<file path="config.mk">
export PLATFORM = sky130hd
export DESIGN_NAME = string_literal_escape_decoder_top
export DESIGN_NICKNAME = d
export VERILOG_FILES = /design/src/hdl/sled_pkg.sv /design/src/hdl/sled_front.sv /design/src/hdl/sled_queue.sv /design/src/hdl/sled_back.sv /design/src/hdl/string_literal_escape_decoder_top.sv
export SDC_FILE = /design/constraint.sdc
export NUM_CORES = 1
export LEC_CHECK = 0
export ABC_AREA = 1
export ABC_CLOCK_PERIOD_IN_PS = 7300
export CAP_MARGIN = 5
export CORE_ASPECT_RATIO = 0.7
export CORE_MARGIN = 2
export CORE_UTILIZATION = 64
export CTS_CLUSTER_DIAMETER = 120
export DETAILED_ROUTE_END_ITERATION = 8
export DONT_BUFFER_PORTS = 1
export HOLD_SLACK_MARGIN = 0.1
export PLACE_DENSITY_LB_ADDON = 0.08
export SLEW_MARGIN = 20
export SYNTH_ARGS = -nofsm -noshare
export SYNTH_HDL_FRONTEND = slang
export SYNTH_SLANG_ARGS = --single-unit
</file>
<file path="constraint.sdc">
create_clock -name i_clk -period 7.3 [get_ports i_clk]
set_input_delay 1.46 -clock i_clk [delete_from_list [all_inputs] [get_ports i_clk]]
set_output_delay 1.46 -clock i_clk [all_outputs]
set_load 0.05 [all_outputs]
</file>
<file path="src/hdl/sled_pkg.sv">
// Shared types and constants for the string literal escape decoder.
package sled_pkg;

    localparam int unsigned BYTE_W        = 8;
    localparam int unsigned LEN_W         = 16;
    localparam int unsigned QUEUE_DEPTH_D = 4;

    // Result kinds.
    localparam logic [1:0] KIND_DATA      = 2'd0;
    localparam logic [1:0] KIND_END_QUOTE = 2'd1;
    localparam logic [1:0] KIND_END_EOL   = 2'd2;

    // Warning codes.
    localparam logic [1:0] WARN_NONE      = 2'd0;
    localparam logic [1:0] WARN_UNKNOWN   = 2'd1;
    localparam logic [1:0] WARN_NOT_HEX   = 2'd2;
    localparam logic [1:0] WARN_HEX_RANGE = 2'd3;

    // Character codes.
    localparam logic [7:0] CH_EOL       = 8'h00;
    localparam logic [7:0] CH_BEL       = 8'h07;
    localparam logic [7:0] CH_BS        = 8'h08;
    localparam logic [7:0] CH_TAB       = 8'h09;
    localparam logic [7:0] CH_LF        = 8'h0A;
    localparam logic [7:0] CH_VT        = 8'h0B;
    localparam logic [7:0] CH_FF        = 8'h0C;
    localparam logic [7:0] CH_CR        = 8'h0D;
    localparam logic [7:0] CH_DQUOTE    = 8'h22;
    localparam logic [7:0] CH_SQUOTE    = 8'h27;
    localparam logic [7:0] CH_QMARK     = 8'h3F;
    localparam logic [7:0] CH_BACKSLASH = 8'h5C;
    localparam logic [7:0] CH_LOW_A     = 8'h61;
    localparam logic [7:0] CH_LOW_B     = 8'h62;
    localparam logic [7:0] CH_LOW_F     = 8'h66;
    localparam logic [7:0] CH_LOW_N     = 8'h6E;
    localparam logic [7:0] CH_LOW_R     = 8'h72;
    localparam logic [7:0] CH_LOW_T     = 8'h74;
    localparam logic [7:0] CH_LOW_V     = 8'h76;
    localparam logic [7:0] CH_LOW_X     = 8'h78;

    typedef struct packed {
        logic [1:0]       kind;
        logic [7:0]       data;
        logic [1:0]       warn;
        logic [LEN_W-1:0] len;
    } t_res;

    // All results caused by one input byte.
    typedef struct packed {
        t_res first;
        t_res second;
        logic two;
        logic consumed;
    } t_rec;

    typedef struct packed {
        logic valid;
        t_rec rec;
    } t_push;

    typedef struct packed {
        logic valid;
        t_rec rec;
    } t_head;

endpackage

</file>
<file path="src/hdl/sled_front.sv">
// Front end: accepts bytes, runs the escape state machine and builds result records.
module sled_front
    import sled_pkg::*;
(
    input  logic        i_clk,
    input  logic        i_rst_n,
    input  logic        i_valid,
    output logic        o_stall,
    input  logic [7:0]  i_byte_value,
    input  logic        i_start_string,
    input  logic        i_queue_full,
    output t_push       o_push
);

    typedef enum logic [2:0] {
        MODE_IDLE  = 3'd0,
        MODE_TEXT  = 3'd1,
        MODE_ESC   = 3'd2,
        MODE_OCT   = 3'd3,
        MODE_HEX1  = 3'd4,
        MODE_HEX   = 3'd5,
        MODE_QUOTE = 3'd6
    } t_mode;

    t_mode            r_mode, n_mode, m;
    logic [7:0]       r_esc, n_esc, ev;
    logic [1:0]       r_oct, n_oct, oc, oc_inc;
    logic             r_hov, n_hov, ho;
    logic [LEN_W-1:0] r_len, n_len, ln, len_a;
    logic             accept;

    logic             pre_v, txt_v, use_text, consumed;
    logic [1:0]       pre_kind, pre_warn, txt_kind;
    logic [7:0]       pre_data, txt_data, b;
    logic             hex_ok;
    logic [3:0]       hex_nib;
    t_res             res_pre, res_txt;

    function automatic logic [LEN_W-1:0] sat_inc(input logic [LEN_W-1:0] v,
                                                 input logic [1:0] kind);
        logic [LEN_W-1:0] r;
        r = v;
        if (kind == KIND_DATA && v != {LEN_W{1'b1}}) begin
            r = v + LEN_W'(1);
        end
        return r;
    endfunction

    assign b       = i_byte_value;
    assign accept  = i_valid && !o_stall;
    assign o_stall = i_queue_full;

    always_comb begin
        hex_ok  = 1'b1;
        hex_nib = b[3:0];
        if (b inside {[8'h30:8'h39]}) begin
            hex_nib = b[3:0];
        end else if (b inside {[8'h61:8'h66], [8'h41:8'h46]}) begin
            hex_nib = 4'(b[2:0] + 3'd1) + 4'd8;
        end else begin
            hex_ok = 1'b0;
        end
    end

    always_comb begin
        m  = i_start_string ? MODE_TEXT : r_mode;
        ev = i_start_string ? 8'd0 : r_esc;
        oc = i_start_string ? 2'd0 : r_oct;
        ho = i_start_string ? 1'b0 : r_hov;
        ln = i_start_string ? '0 : r_len;
        oc_inc = 2'(oc + 2'd1);

        n_mode   = m;
        n_esc    = ev;
        n_oct    = oc;
        n_hov    = ho;
        pre_v    = 1'b0;
        pre_kind = KIND_DATA;
        pre_data = 8'd0;
        pre_warn = WARN_NONE;
        use_text = 1'b0;
        consumed = 1'b1;
        txt_v    = 1'b0;
        txt_kind = KIND_DATA;
        txt_data = 8'd0;

        case (m)
            MODE_TEXT: begin
                use_text = 1'b1;
            end
            MODE_ESC: begin
                n_mode = MODE_TEXT;
                if (b inside {[8'h30:8'h37]}) begin
                    n_esc  = {5'd0, b[2:0]};
                    n_oct  = 2'd1;
                    n_mode = MODE_OCT;
                end else begin
                    pre_v    = 1'b1;
                    pre_data = b;
                    case (b)
                        CH_LOW_X: begin
                            pre_v  = 1'b0;
                            n_esc  = 8'd0;
                            n_hov  = 1'b0;
                            n_mode = MODE_HEX1;
                        end
                        CH_LOW_A: pre_data = CH_BEL;
                        CH_LOW_B: pre_data = CH_BS;
                        CH_LOW_F: pre_data = CH_FF;
                        CH_LOW_N: pre_data = CH_LF;
                        CH_LOW_R: pre_data = CH_CR;
                        CH_LOW_T: pre_data = CH_TAB;
                        CH_LOW_V: pre_data = CH_VT;
                        CH_BACKSLASH, CH_DQUOTE, CH_SQUOTE, CH_QMARK: pre_data = b;
                        default: begin
                            // Unknown escape: the character itself, and a backslash
                            // right before end of line still ends the string.
                            pre_warn = WARN_UNKNOWN;
                            use_text = (b == CH_EOL);
                        end
                    endcase
                end
            end
            MODE_OCT: begin
                if (b inside {[8'h30:8'h37]}) begin
                    n_esc = {ev[4:0], b[2:0]};
                    n_oct = oc_inc;
                    if (oc_inc == 2'd3) begin
                        pre_v    = 1'b1;
                        pre_data = {ev[4:0], b[2:0]};
                        n_mode   = MODE_TEXT;
                        n_oct    = 2'd0;
                    end
                end else begin
                    pre_v    = 1'b1;
                    pre_data = ev;
                    n_oct    = 2'd0;
                    use_text = 1'b1;
                end
            end
            MODE_HEX1: begin
                if (hex_ok) begin
                    n_esc  = {4'd0, hex_nib};
                    n_hov  = 1'b0;
                    n_mode = MODE_HEX;
                end else begin
                    pre_v    = 1'b1;
                    pre_data = CH_LOW_X;
                    pre_warn = WARN_NOT_HEX;
                    use_text = 1'b1;
                end
            end
            MODE_HEX: begin
                if (hex_ok) begin
                    if (|ev[7:4]) begin
                        n_hov = 1'b1;
                    end
                    n_esc = {ev[3:0], hex_nib};
                end else begin
                    pre_v    = 1'b1;
                    pre_data = ev;
                    pre_warn = ho ? WARN_HEX_RANGE : WARN_NONE;
                    n_hov    = 1'b0;
                    use_text = 1'b1;
                end
            end
            MODE_QUOTE: begin
                pre_v = 1'b1;
                if (b == CH_DQUOTE) begin
                    pre_data = CH_DQUOTE;
                    n_mode   = MODE_TEXT;
                end else begin
                    consumed = 1'b0;
                    pre_kind = KIND_END_QUOTE;
                    n_mode   = MODE_IDLE;
                end
            end
            default: begin
                n_mode = MODE_IDLE;
            end
        endcase

        if (use_text) begin
            case (b)
                CH_EOL: begin
                    txt_v    = 1'b1;
                    txt_kind = KIND_END_EOL;
                    consumed = 1'b0;
                    n_mode   = MODE_IDLE;
                end
                CH_DQUOTE:    n_mode = MODE_QUOTE;
                CH_BACKSLASH: n_mode = MODE_ESC;
                default: begin
                    txt_v    = 1'b1;
                    txt_data = b;
                    n_mode   = MODE_TEXT;
                end
            endcase
        end

        len_a = pre_v ? sat_inc(ln, pre_kind) : ln;
        n_len = txt_v ? sat_inc(len_a, txt_kind) : len_a;

        res_pre = '{kind: pre_kind, data: pre_data, warn: pre_warn, len: len_a};
        res_txt = '{kind: txt_kind, data: txt_data, warn: WARN_NONE, len: n_len};

        o_push.valid        = accept && (pre_v || txt_v);
        o_push.rec.consumed = consumed;
        o_push.rec.two      = pre_v && txt_v;
        o_push.rec.first    = pre_v ? res_pre : res_txt;
        o_push.rec.second   = res_txt;
    end

    always_ff @(posedge i_clk) begin
        if (!i_rst_n) begin
            r_mode <= MODE_IDLE;
            r_esc  <= 8'd0;
            r_oct  <= 2'd0;
            r_hov  <= 1'b0;
            r_len  <= '0;
        end else if (accept) begin
            r_mode <= n_mode;
            r_esc  <= n_esc;
            r_oct  <= n_oct;
            r_hov  <= n_hov;
            r_len  <= n_len;
        end
    end

endmodule

</file>
<file path="src/hdl/sled_queue.sv">
// Small register queue of result records between the front and back ends.
module sled_queue
    import sled_pkg::*;
#(
    parameter int unsigned DEPTH = QUEUE_DEPTH_D
) (
    input  logic  i_clk,
    input  logic  i_rst_n,
    input  t_push i_push,
    output logic  o_full,
    output t_head o_head,
    input  logic  i_pop
);

    // DEPTH must be a power of two of at least two so the pointers wrap.
    localparam int unsigned AW = $clog2(DEPTH);
    localparam int unsigned CW = $clog2(DEPTH + 1);

    t_rec            r_mem [DEPTH];
    logic [AW-1:0]   r_wptr, r_rptr;
    logic [CW-1:0]   r_count;
    logic            do_push, do_pop;

    assign o_full      = (r_count == CW'(DEPTH));
    assign o_head.valid = (r_count != '0);
    assign o_head.rec   = r_mem[r_rptr];
    assign do_push     = i_push.valid && !o_full;
    assign do_pop      = i_pop && o_head.valid;

    always_ff @(posedge i_clk) begin
        if (do_push) begin
            r_mem[r_wptr] <= i_push.rec;
        end
    end

    always_ff @(posedge i_clk) begin
        if (!i_rst_n) begin
            r_wptr  <= '0;
            r_rptr  <= '0;
            r_count <= '0;
        end else begin
            if (do_push) begin
                r_wptr <= AW'(r_wptr + 1'b1);
            end
            if (do_pop) begin
                r_rptr <= AW'(r_rptr + 1'b1);
            end
            if (do_push && !do_pop) begin
                r_count <= CW'(r_count + 1'b1);
            end else if (do_pop && !do_push) begin
                r_count <= CW'(r_count - 1'b1);
            end
        end
    end

endmodule

</file>
<file path="src/hdl/sled_back.sv">
// Back end: unpacks result records into single result beats in an output register.
module sled_back
    import sled_pkg::*;
(
    input  logic             i_clk,
    input  logic             i_rst_n,
    input  t_head            i_head,
    output logic             o_pop,
    output logic             o_valid,
    input  logic             i_stall,
    output logic [1:0]       o_result_kind,
    output logic [7:0]       o_data_byte,
    output logic [1:0]       o_warning_code,
    output logic             o_input_consumed,
    output logic [LEN_W-1:0] o_string_length,
    output logic             o_last_of_run
);

    logic r_valid, r_phase;
    logic can_load;
    t_res sel;

    assign can_load = !r_valid || !i_stall;
    assign sel      = r_phase ? i_head.rec.second : i_head.rec.first;
    // A record with two results is popped when its second beat is loaded.
    assign o_pop    = can_load && i_head.valid && (r_phase || !i_head.rec.two);
    assign o_valid  = r_valid;

    always_ff @(posedge i_clk) begin
        if (!i_rst_n) begin
            r_valid <= 1'b0;
            r_phase <= 1'b0;
        end else if (can_load) begin
            r_valid <= i_head.valid;
            if (i_head.valid) begin
                r_phase          <= i_head.rec.two && !r_phase;
                o_result_kind    <= sel.kind;
                o_data_byte      <= sel.data;
                o_warning_code   <= sel.warn;
                o_string_length  <= sel.len;
                o_input_consumed <= i_head.rec.consumed;
                o_last_of_run    <= r_phase || !i_head.rec.two;
            end
        end
    end

endmodule

</file>
<file path="src/hdl/string_literal_escape_decoder_top.sv">
// Top level of the string literal escape decoder.
// One input byte is accepted per clock cycle; the front end updates the escape state in
// that cycle and queues all results the byte causes as one record. The back end delivers
// one result beat per cycle from its output register unless i_stall holds it, so a byte
// that causes two results (a pending escape closed by another byte, or a bad escape before
// end of line) gives two output beats; the record queue of QUEUE_DEPTH entries absorbs
// these, and input is stalled only when it is full. QUEUE_DEPTH must be a power of two,
// at least two. An accepted byte is registered in the queue, then in the output register.
module string_literal_escape_decoder_top
    import sled_pkg::*;
#(
    parameter int unsigned QUEUE_DEPTH = QUEUE_DEPTH_D
) (
    input  logic             i_clk,
    input  logic             i_rst_n,
    input  logic             i_valid,
    output logic             o_stall,
    input  logic [7:0]       i_byte_value,
    input  logic             i_start_string,
    output logic             o_valid,
    input  logic             i_stall,
    output logic [1:0]       o_result_kind,
    output logic [7:0]       o_data_byte,
    output logic [1:0]       o_warning_code,
    output logic             o_input_consumed,
    output logic [LEN_W-1:0] o_string_length,
    output logic             o_last_of_run
);

    t_push push;
    t_head head;
    logic  queue_full;
    logic  pop;

    sled_front u_front (
        .i_clk          (i_clk),
        .i_rst_n        (i_rst_n),
        .i_valid        (i_valid),
        .o_stall        (o_stall),
        .i_byte_value   (i_byte_value),
        .i_start_string (i_start_string),
        .i_queue_full   (queue_full),
        .o_push         (push)
    );

    sled_queue #(
        .DEPTH (QUEUE_DEPTH)
    ) u_queue (
        .i_clk   (i_clk),
        .i_rst_n (i_rst_n),
        .i_push  (push),
        .o_full  (queue_full),
        .o_head  (head),
        .i_pop   (pop)
    );

    sled_back u_back (
        .i_clk            (i_clk),
        .i_rst_n          (i_rst_n),
        .i_head           (head),
        .o_pop            (pop),
        .o_valid          (o_valid),
        .i_stall          (i_stall),
        .o_result_kind    (o_result_kind),
        .o_data_byte      (o_data_byte),
        .o_warning_code   (o_warning_code),
        .o_input_consumed (o_input_consumed),
        .o_string_length  (o_string_length),
        .o_last_of_run    (o_last_of_run)
    );

endmodule

</file>
==> impl_metrics.toml, run 1 <==
[run_status]
status = "finished clean"

[synth]
synth_cell_types = 54
yosys-top-cells-area = "edfxtp_1, nor2_1, o21ai_0, dfxtp_1, nand2_1"
async_reset_ff_share_pct = 0
synth_commonest_cells = "nor2_1, edfxtp_1, nand2_1"
synth_most_common_cell = "nor2_1"
yosys.area.top_type = "edfxtp_1"
syn-num-nets = 1478
synth_ff_type = "edfxtp_1"
ys_warn_count = 0
synthDominantCellAreaShare_pct = 53.80
syn_area_per_cell_um2 = 9.597
synth_area_um2 = 13950
synth-edff-count = 250
syn_inst = 1454
synth_seq_cells = 291
ys_seq_area_share_pct = 59.68

[finish]
n_antenna_cell = 0
stdcell_count = 1735
multi_input_area_um2 = 4883
drive_above_1_share_pct = 9.085
finalNetCount = 1456
design_area_um2 = 15000
ff_latch_area_um2 = 8333
final_core_util_pct = 69.56
synthToLayoutAreaGrowth_pct = 7.497
nFillCells = 1641

[worst_hold_path]
min_path_type = "reg -> reg"

[floorplan]
io_pins = 45
chipWidth_um = 180.5
die_h_um = 127.5
start_util_pct = 64.71
row_count = 45
core_area_um2 = 21560
fp.dieArea_um2 = 23020

[global_routing]
grt_use_met3_pct = 5.644
use_met2_pct = 43.74
antenna_found_initial = 0
first_global_vias = 9530
grt_pass1_wl_um = 53930
grt_overflow = 0
busiest_layer = "met1"
grtUsageMet1_pct = 47.73
grt.total_usage_pct = 30.14
grt_max_degree = 111

[drt]
post_drt_via_cell_ratio = 6.047
num_vias = 10490
route.detailed.drc = 0
drtIter0Drc = 1563
drt-wirelength-per-cell_um = 19.93
drt-total-wl_um = 34580
drt_first_pass_iters = 7
antenna_left = 0

[timing]
max_freq_mhz = 198.3
fin_ws_ns = 2.258
fin_tns_setup_ns = 0
fin_crit_ns = 5.042
slew_headroom_pct = 31.36
rsz0062_at_grt = "false"
setup_viol = 0
final_max_slew_viol_count = 0
fin_worst_skew_ns = 0.01062
fin_crit_sh_pct = 69.06
whs_ns = 0.4500
hold_viol = 0
tightest_slew_ns = 1.030

[clock_tree]
clkTransAtPathRegs_ns = 0.06
cts_buffers = 27
cts_hold_buf = 0
cts_tree = "done"
insertion_delay_ns = 0.55
cts_buffer_depth = 3
cts_resized = 0
cts.sinks = 291
cts_setup_buffers = 0
root_buffer = "clkbuf_16"
htreeDepth = 1

[power_and_ir_drop]
max-vdd-ir-drop_mv = 0.2168
power_density_nw_per_um2 = 344.4
total_power_mw = 5.165
power.leakage_nw = 5.682

[critical_path]
worstPathMaxFanout = 33
r2r_setup_slack_ns = 2.90
arrival_ns = 5.24
path_class = "in -> reg"
cp-start-kind = "input pin"
end_kind = "flop"
cp.required_ns = 7.50

[place]
pre_cts_slack_ns = 1.751
portBuffers = 0
hpwl_um = 22740
dp_cells = 1685
place_congestion = 1.001
dpl_cell_area_um2 = 14180

[flow_run]
drv_cap = 0
power by group:
group | internal (mW) | switching, mW | leakage (nW)
sequential | 2.16 | 0.331 | 2.65
combinational | 0.359 | 0.988 | 2.63
clock | 0.723 | 0.604 | 0.401
total | 3.24 | 1.92 | 5.68
cell type report:
type / count / area share [%]
multi-input combinational: 963 / 32.56
timing repair buffer: 13 / 0.6507
sequential: 291 / 55.56
tap: 282 / 2.352
inverter: 136 / 3.420
clock buffer: 35 / 4.705
clock inverter: 15 / 0.7591
sequential cells by signal, summed over array words and instances, names as in the netlist, 2 cells and up, named ones only:
register / count
u_queue.r_mem: 220
u_back.o_string_length: 16
u_front.r_len: 16
u_back.o_data_byte: 8
u_front.r_esc: 8
u_front.r_mode: 3
u_queue.r_count: 3
u_back.o_result_kind: 2
u_back.o_warning_code: 2
u_front.r_oct: 2
u_queue.r_rptr: 2
u_queue.r_wptr: 2
worst paths after layout:
kind                                                startpoint                             end  depth (start not counted)
worst max register to register  u_front.r_mode[2]$_SDFFE_PN0P_  u_queue.r_mem[1][22]$_DFFE_PP_                         11
worst min-delay path            u_queue.r_rptr[1]$_SDFFE_PN0P_                            flop                          2
worst max-delay path                           i_byte_value[1]  u_queue.r_mem[1][22]$_DFFE_PP_                         12
worst min register to register  u_queue.r_rptr[1]$_SDFFE_PN0P_                            flop                          2
per-layer routing:
layer	vias to the layer above	wire, um
met1	4992	15990
met2	482	14750
met4	2	471
met5	-	83
li1	4967	-
met3	48	3281
cell families after synthesis:
kind of cell	synth area share (%)
AND/OR/NAND/NOR	19.42
AO/OA/AOI/OAI	13.33
flip-flops	59.68
buffers and inverters	5.586
XOR/XNOR	0.9326
adder cells (fa/ha/maj)	1.040
critical path, cell delays in order:
cell,delay (ns)
inv_1,0.08
ha_1,0.29
nor2_1,0.12
nor2_1,0.05
o21ai_2,0.34
nand4_4,0.32
nand2_4,0.43
inv_2,0.30
a21oi_1,0.35
inv_1,0.26
nor2_4,0.67
buf_4,0.53
layout by cell type, fill, tap and decap left out, types with 28 or more instances in the layout:
cell type	count
nor2_1	257
edfxtp_1	250
nand2_1	211
o21ai_0	176
inv_1	123
nand3_1	52
a21oi_1	45
dfxtp_1	39
o22ai_1	30
a31oi_1	28
Note: power is estimated with default switching activity, not from simulation.
==> run 2: changes to the inputs <==
--- a/config.mk
+++ b/config.mk
@@ -5,8 +5,8 @@
 export SDC_FILE = /design/constraint.sdc
 export NUM_CORES = 1
 export LEC_CHECK = 0
-export ABC_AREA = 1
-export ABC_CLOCK_PERIOD_IN_PS = 7300
+export ABC_AREA = 0
+export ABC_CLOCK_PERIOD_IN_PS = 4650
 export CAP_MARGIN = 5
 export CORE_ASPECT_RATIO = 0.7
 export CORE_MARGIN = 2
==> constraint.sdc (replaced) <==
create_clock -name i_clk -period 4.65 [get_ports i_clk]
set_input_delay 0.93 -clock i_clk [delete_from_list [all_inputs] [get_ports i_clk]]
set_output_delay 0.93 -clock i_clk [all_outputs]
set_load 0.05 [all_outputs]
==> run 2 against run 1 <==
Effect of this change:
- combinational power grew 7%
- cell count shrank 24%
- utilization grew 3.0 points
- clock power grew 67%
- non-clock buffer count grew 44
==> impl_metrics.toml, run 2 <==
[floorplan]
row_count = 44
core_area_um2 = 20810
io_pins = 45
fp.dieArea_um2 = 22510
start_util_pct = 65.53
chipWidth_um = 178.5
die_h_um = 126.1

[clock_tree]
htreeDepth = 1
insertion_delay_ns = 0.56
cts.sinks = 291
cts_hold_buf = 0
cts_buffers = 27
cts_setup_buffers = 0
clkTransAtPathRegs_ns = 0.06
cts_buffer_depth = 3
cts_resized = 0
cts_tree = "done"
root_buffer = "clkbuf_16"

[power_and_ir_drop]
power.leakage_nw = 4.901
total_power_mw = 7.333
max-vdd-ir-drop_mv = 0.6629
power_density_nw_per_um2 = 485.6

[finish]
synthToLayoutAreaGrowth_pct = 10.73
finalNetCount = 1043
final_core_util_pct = 72.56
largest_register_ffs = 220
regMostFlops = "u_queue.r_mem"
n_antenna_cell = 0
final_common_cell = "edfxtp_1"
final_cell_mix = "edfxtp_1, nor2_1, nand2_1"
top_regs = "u_queue.r_mem: 220 flops, u_back.o_string_length: 16 flops, u_front.r_len: 16 flops"
drive_above_1_share_pct = 21.44

[critical_path]
worstPathMaxFanout = 11
end_kind = "flop"
cp-start-kind = "input pin"
cp.required_ns = 4.93
rr_worst_depth = 14
path_class = "in -> reg"
arrival_ns = 4.58

[synth]
synth_most_common_cell = "edfxtp_1"
synth_commonest_cells = "edfxtp_1, nor2_1, nand2_1"
synth_ff_type = "edfxtp_1"
synthDominantCellAreaShare_pct = 55.05
yosys-top-cells-area = "edfxtp_1, mux4_2, dfxtp_1, mux2_2, nor2_1"
syn_area_per_cell_um2 = 13.77
synth-edff-count = 250
synth_seq_cells = 291
ys_warn_count = 0
syn_inst = 990
ys_seq_area_share_pct = 61.07
synth_area_um2 = 13640
syn-num-nets = 1014
async_reset_ff_share_pct = 0
synth_cell_types = 93
yosys.area.top_type = "edfxtp_1"

[global_routing]
grt.total_usage_pct = 33.00
antenna_found_initial = 1
first_global_vias = 9031
grt_overflow = 0
grt_pass1_wl_um = 55170
grt_max_degree = 55

[timing]
hold_viol = 0
max_freq_mhz = 232.4
fin_crit_sh_pct = 92.54
fin_worst_skew_ns = 0.01193
setup_viol = 0
final_max_slew_viol_count = 0
tightest_slew_ns = 1.101
rsz0062_at_grt = "false"
fin_crit_ns = 4.303
slew_headroom_pct = 26.29

[drt]
drtIter0Drc = 1305
drt_first_pass_iters = 6
post_drt_via_cell_ratio = 6.897
route.detailed.drc = 0
antenna_left = 0
drt-wirelength-per-cell_um = 27.30
num_vias = 9077
drt-total-wl_um = 35930

[flow_run]
drv_cap = 0

[worst_hold_path]
min_path_type = "reg -> reg"
whs_path_depth = 2

[place]
hpwl_um = 23130
portBuffers = 0
place_congestion = 0.9956

[run_status]
status = "finished clean"
-- run 2: changes by cell type after synthesis, sizes merged, moves of 17 or more --
cell,before,now
clkbuf,51,31
inv,133,17
mux2,0,28
mux4,0,55
nand2,238,79
nand3,57,28
nor2,284,81
nor2b,0,17
o21ai,182,30
o22ai,30,9
xnor2,1,34
-- run 2: per-layer routing --
layer	wire length [um]	vias up	global-route usage, %
li1	-	3876	-
met1	15430	4462	52.19
met2	15440	674	47.35
met3	4383	65	7.760
met4	678	0	6.408
met5	0	-	0
-- run 2: power breakdown --
part           switching, mW  internal, mW
registers              0.459          3.21
clock network          0.980          1.24
logic                  0.786         0.660
-- run 2: final timing paths --
check	slack, ns	from	endpoint
setup / recovery	0.35	i_byte_value[1]	u_queue.r_mem[3][15]$_DFFE_PP_
hold / removal	0.49	u_front.r_len[11]$_SDFFE_PN0P_	u_front.r_len[11]$_SDFFE_PN0P_
setup reg to reg	0.38	u_front.r_len[1]$_SDFFE_PN0P_	u_queue.r_mem[3][15]$_DFFE_PP_
hold reg to reg	0.49	u_front.r_len[11]$_SDFFE_PN0P_	u_front.r_len[11]$_SDFFE_PN0P_
-- run 2: layout make-up --
type / count / area (um^2)
Fill cell: 1294 / 5709
Sequential cell: 291 / 8333
Multi-Input combinational cell: 623 / 5039
Inverter: 19 / 71.32
Timing Repair Buffer: 57 / 427.9
Tap cell: 276 / 345.3
Clock inverter: 13 / 141.4
Clock buffer: 37 / 743.2
-- run 2: kinds of logic after synthesis --
kind of cell    share of synthesized area [%]
mux                                     11.98
flops                                   61.07
buf+inv                                 2.294
simple gates                            12.42
xor+xnor                                3.009
compound gates                          8.157
fa+ha+maj                               1.064
-- run 2: through the flow --
stage / instances / instance area [um^2] / TNS, ns / hold slack, ns / worst slack, ns
2_1_floorplan: 990 / 13670 / 0 / 0.4406 / 0.02172
3_3_place_gp: 1266 / 14220 / 0 / 0.4567 / 0.1511
3_5_place_dp: 1266 / 14220 / -0.5122 / 0.4770 / -0.05947
4_1_cts: 1316 / 15100 / 0 / 0.4860 / 0.4233
5_1_grt: 1316 / 15100 / 0 / 0.5077 / 0.1505
6_report: 1316 / 15100 / 0 / 0.4878 / 0.3471
-- run 2: worst max-delay path: stages --
cell	delay, ns
inv_1	0.11
ha_1	0.29
or4b_4	0.51
nand2_1	0.11
o21a_4	0.15
a21o_1	0.41
and3_1	0.34
xnor2_4	0.11
buf_4	0.18
nor4_1	0.41
nand4b_2	0.30
mux2i_1	0.39
a21o_1	0.21
nand2_1	0.11
